===== src/rtl/rpfa_pkg.sv =====
package rpfa_pkg;

  // Fixed field widths
  localparam int MODE_W     = 3;
  localparam int ADDR_W     = 27;
  localparam int STATUS_W   = 3;
  localparam int VALUE_W    = 16;
  localparam int CFG_W      = 15;
  localparam int PAGE_SHIFT = 12;
  localparam int IDX_W      = ADDR_W - PAGE_SHIFT;

  // Free page counter saturates at its full width
  localparam logic [VALUE_W-1:0] FC_MAX = '1;

  typedef enum logic [MODE_W-1:0] {
    MODE_INIT   = 3'd0,
    MODE_ALLOC  = 3'd1,
    MODE_FREE   = 3'd2,
    MODE_INCREF = 3'd3,
    MODE_DECREF = 3'd4,
    MODE_GETREF = 3'd5,
    MODE_COUNT  = 3'd6
  } mode_t;

  typedef enum logic [STATUS_W-1:0] {
    STAT_OK        = 3'd0,
    STAT_NO_FREE   = 3'd1,
    STAT_BAD_ADDR  = 3'd2,
    STAT_UNDERFLOW = 3'd3,
    STAT_OVERFLOW  = 3'd4
  } status_t;

  // Outcome of a count update, handed from the count unit to the sequencer
  typedef struct packed {
    status_t              status;
    logic [VALUE_W-1:0]   value;
    logic                 released;
    logic                 cnt_we;
  } cnt_res_t;

endpackage


===== src/rtl/rpfa_cnt_upd.sv =====
module rpfa_cnt_upd #(
  parameter int COUNT_BITS = 16
) (
  input  logic [rpfa_pkg::MODE_W-1:0] mode,
  input  logic                        bad,
  input  logic [COUNT_BITS-1:0]       cnt,
  output logic [COUNT_BITS-1:0]       new_cnt,
  output rpfa_pkg::cnt_res_t          res
);
  import rpfa_pkg::*;

  localparam logic [COUNT_BITS-1:0] CNT_MAX = '1;

  logic [31:0] new32;
  logic [31:0] cur32;

  assign new32 = 32'(new_cnt);
  assign cur32 = 32'(cnt);

  // Saturating count update for free, incref, decref and getref
  always_comb begin
    new_cnt = cnt;
    res     = '0;
    case (mode)
      MODE_FREE, MODE_DECREF: begin
        if (bad) begin
          res.status = STAT_BAD_ADDR;
        end else if (cnt == '0) begin
          res.status = STAT_UNDERFLOW;
        end else begin
          new_cnt      = cnt - COUNT_BITS'(1);
          res.cnt_we   = 1'b1;
          res.value    = new32[VALUE_W-1:0];
          res.released = (mode == MODE_FREE) && (new_cnt == '0);
        end
      end
      MODE_INCREF: begin
        if (bad) begin
          res.status = STAT_BAD_ADDR;
        end else if (cnt == CNT_MAX) begin
          res.status = STAT_OVERFLOW;
          res.value  = cur32[VALUE_W-1:0];
        end else begin
          new_cnt    = cnt + COUNT_BITS'(1);
          res.cnt_we = 1'b1;
          res.value  = new32[VALUE_W-1:0];
        end
      end
      MODE_GETREF: begin
        if (bad) begin
          res.status = STAT_BAD_ADDR;
        end else begin
          res.value = cur32[VALUE_W-1:0];
        end
      end
      default: begin
        res = '0;
      end
    endcase
  end

endmodule


===== config.mk =====
export PLATFORM = sky130hd
export DESIGN_NAME = rpfa_cnt_upd
export DESIGN_NICKNAME = d
export VERILOG_FILES = /design/src/rtl/rpfa_pkg.sv /design/src/rtl/rpfa_cnt_upd.sv
export SDC_FILE = /design/constraint.sdc
export NUM_CORES = 1
export LEC_CHECK = 0
export ABC_AREA = 1
export BUFFER_PORTS_ARGS = -buffer_cell sky130_fd_sc_hd__buf_2
export CORE_MARGIN = 8
export CORE_UTILIZATION = 50
export DETAILED_ROUTE_END_ITERATION = 16
export PLACE_DENSITY = 0.82
export SYNTH_ARGS = -nofsm -noshare
export SYNTH_HDL_FRONTEND = slang
export SYNTH_SLANG_ARGS = --single-unit
export TNS_END_PERCENT = 100

===== constraint.sdc =====
create_clock -name vclk -period 1.27
set_input_delay 0.0635 -clock vclk [all_inputs]
set_output_delay 0.0635 -clock vclk [all_outputs]
set_load 0.01 [all_outputs]

==> out/qor.yml, run 1 <==
grt:
  grt_max_degree: 10
floorplan:
  die_y_um: 76.2
  ios: 57
  row_count: 22
  start_util: 0.506
  die_w_um: 76.2
outcome:
  stop_error: "[ERROR DPL-0038] Utilization greater than 100%, impossible to legalize"
  haltStage: "global routing (5_1_grt)"
  outcome: "did not finish"
logic_synthesis:
  netlist_top_cells_area: "nand2_1 (25%), nand3_1 (12%), nor2_1 (8.5%)"
  yosysWarningCount: 0
  synthXorXnorAreaFrac: 0.0484
  yosys.area_share.simple: 0.692
  synth.area.mux_share: 0
  synth_fa_ha_area_frac: 0.0207
  synth_top_family_by_area: "simple AND/OR/NAND/NOR gates"
  ys_types: 34
  synth_area_um2: 1810
  syn-instance-count: 349
  synth-compound-area-share: 0.0934
  yosysSeqAreaShare: 0
  synth_nets: 372
  yosysTopAreaCellShare: 0.247
  synth_area_leader_cell: "nand2_1"
  syn_avg_cell_area_um2: 5.18
timing:
  crit_endpoint: "res[1]"
  worst-ep-kind: "top-level output"
place:
  port_buffers: 57
  dp_slack_ps: -426
  place_area_um2: 2800
  place.gp.congestion: 0.970
  hpwl_um: 6320
clock_tree:
  hold_buffers: 0
==> Yosys cell counts (2+ instances only) <==
library cell,instances
nand2_1,119
nand3_1,42
nor2_1,41
inv_1,38
o21ai_0,11
xor2_1,9
buf_6,7
inv_2,7
nand2_2,7
nor2_2,7
nand3_2,6
nand4_1,6
nor2_4,6
nand2_4,5
a21oi_1,4
nor3_1,4
buf_2,3
ha_1,3
a22oi_1,2
a31oi_1,2
and2_1,2
nor2_8,2
o211ai_1,2
o21a_1,2
o21ai_1,2
or2_2,2
==> stage by stage <==
step                      hold slack (ps)  instances  utilization  setup TNS (ps)
after CTS                             475        544        0.941           -5020
after detailed placement              474        532        0.783          -10470
after global placement                462        532        0.783           -8920
after floorplan                       210        349            -               0
==> repair_timing <==
item                                    4_1_cts
gates cloned                                  1
endpoints found under the setup margin       36
buffers inserted                             11
pin swaps                                    30
gates resized for setup                     119
==> cells by family after synthesis <==
| logic type | Yosys count |
|---|---|
| AND/OR/NAND/NOR | 253 |
| buffers and inverters | 55 |
| AO/OA/AOI/OAI | 28 |
| XOR/XNOR | 10 |
| adder cells (fa/ha/maj) | 3 |
==> run 2, diff against run 1 <==
--- a/config.mk
+++ b/config.mk
@@ -8,9 +8,9 @@
 export ABC_AREA = 1
 export BUFFER_PORTS_ARGS = -buffer_cell sky130_fd_sc_hd__buf_2
 export CORE_MARGIN = 8
-export CORE_UTILIZATION = 50
+export CORE_UTILIZATION = 40
 export DETAILED_ROUTE_END_ITERATION = 16
-export PLACE_DENSITY = 0.82
+export PLACE_DENSITY_LB_ADDON = 0.15
 export SYNTH_ARGS = -nofsm -noshare
 export SYNTH_HDL_FRONTEND = slang
 export SYNTH_SLANG_ARGS = --single-unit
==> constraint.sdc (replaced) <==
create_clock -name vclk -period 1.7
set_input_delay 0.085 -clock vclk [all_inputs]
set_output_delay 0.085 -clock vclk [all_outputs]
set_load 0.01 [all_outputs]
==> run 2 against run 1 <==
The flow now finishes without violations. Synthesized area unchanged. Synthesized cell count is the same.
==> out/qor.yml, run 2 <==
place:
  place.gp.congestion: 0.945  # -2.5%
  hpwl_um: 5500  # -13%
  post-place-cells: 481  # -9.6%
  port_buffers: 57  # unchanged
logic_synthesis:
  netlist_top_cells_area: "nand2_1 (25%), nand3_1 (12%), nor2_1 (8.5%)"
  post-synth-top-count-cell: "nand2_1"
  yosysWarningCount: 0  # unchanged
  yosysTopAreaCellShare: 0.247  # unchanged
  ys_types: 34  # unchanged
  synth_area_um2: 1810  # unchanged
  synth_commonest_cells: "nand2_1 (119), nand3_1 (42), nor2_1 (41)"
  synth_area_leader_cell: "nand2_1"
  yosysSeqAreaShare: 0  # unchanged
  syn-instance-count: 349  # unchanged
  syn_avg_cell_area_um2: 5.18  # unchanged
  synth_nets: 372  # unchanged
cells_and_area:
  antenna-diode-count: 0
  final_common_cell: "nand2_1"
  nFlopsAndLatches: 0
  clkbuf_count: 0
  nets: 459
  ff_latch_area_um2: 0
  area_growth_pct: 39.3
  num-fill-cells: 451
  fin_cells: 486
  final_cell_mix: "nand2_1 (116), buf_2 (53), nand3_1 (42)"
  drive_gt1_frac: 0.366
  multi_input_area_um2: 1650
worst_setup_path:
  cp_max_fo: 7
  cp_data_required_time_ps: 1620
  critPathKind: "input pin to primary output"
  cp-start-kind: "input pin"
  crit_arrival_ps: 1550
  cp-end-kind: "primary output"
floorplan:
  die-area_um2: 6930
  die_w_um: 83.3  # +9.3%
  start_util: 0.416  # -0.0901
  ios: 57  # unchanged
  core_um2: 4350
  die_y_um: 83.3  # +9.3%
  row_count: 24  # +9.1%
pwr:
  peakVddDrop_v: 0.000130
  p_leak_uw: 0.00138
  cellPowerDensity_nw_per_um2: 217
route:
  drtAntennaViolNets: 0
  routed_wirelength_um: 6770
  dr.pass1.iters: 4
  initialDrtViolationCount: 174
  vias: 2456
  drc: 0
  viasPerCell: 5.05
  wl_per_cell_um: 13.9
timing:
  slew_headroom: 0.803
  fmax_mhz: 613
  rsz0062_at_grt: "yes"
  slew_violations: 0
  hold_viol_final: 0
  worst_pin_slew_ps: 295
  setup_violations: 0
  period_needed_ps: 1630
  setup_tns_ps: 0
  post-route-period-util: 0.960
grt:
  grt_max_degree: 13
  antenna_found_initial: 0
  grt-ovfl-total: 0
  grt_pass1_wl_um: 11500
  track_usage: 0.186
  grt_pass1_vias: 2502
run:
  cap_violations: 0
outcome:
  outcome: "finished, final reports clean"
min_path:
  hp-class: "input pin to primary output"
run 2: cell counts after synthesis:
Identical to the previous run, type by type.
run 2: layout make-up:
| cell class | instances | area share |
|---|---|---|
| inverter | 45 | 0.0700 |
| multi-input combinational | 294 | 0.656 |
| tap | 52 | 0.0258 |
| timing repair buffer | 95 | 0.248 |
run 2: critical path, cell delays in order:
cell and delay (ps):
buf_2 150, nor2_1 190, nand2_2 90, nor2_4 90
buf_4 120, xor2_2 180, nand2_1 90, nor2_1 140
nand3b_1 120, nor3_2 150, buf_2 140
run 2: worst paths after layout:
path / start / to / slack (ps) / depth (start not counted)
max: cnt[6] / res[1] / 70 / 11
min: cnt[0] / new_cnt[0] / 540 / 4
run 2: stage by stage:
step | util | area, µm² | total power [µW] | worst slack, ps | hold slack (ps)
after CTS | 0.538 | 2340 | 511 | 3.53 | 547
after detailed placement | 0.534 | 2330 | 506 | -24.9 | 545
after global routing | 0.579 | 2520 | 607 | -45.9 | 578
final | 0.579 | 2520 | 547 | 68.5 | 543
after global placement | 0.534 | 2330 | 502 | -2.26 | 542
after floorplan | - | 1810 | 309 | 285 | 253
run 2: cells by family (layout without fill, tap and decap cells):
logic type / Yosys count / in the layout / synth area share
and+or+nand+nor: 253 / 253 / 0.692
buffers and inverters: 55 / 140 / 0.145
AOI/OAI and AO/OA: 28 / 28 / 0.0934
xor gates and xnor gates: 10 / 10 / 0.0484
adders and majority gates: 3 / 3 / 0.0207
run 2: per-layer routing:
metal / wire [µm] / vias to the layer above / global-route usage
li1: - / 1285 / -
met1: 3000 / 1094 / 0.234
met2: 3270 / 69 / 0.329
met3: 399 / 8 / 0.0244
met4: 103 / 0 / 0.0272
met5: 0 / - / 0
run 2: where the power goes:
part	leakage [µW]	switching (µW)	internal (µW)
Combinational	0.00138	329	219
Clock	0	0	0
Sequential	0	0	0
Total	0.00138	329	219
run 2: repair_timing:
item	CTS	global route
hold buffers	0	0
gates resized for setup	4	38
endpoints found under the setup margin	5	27
setup buffers	0	5
pin swaps	0	13
Power figures use the tool's default switching activity.
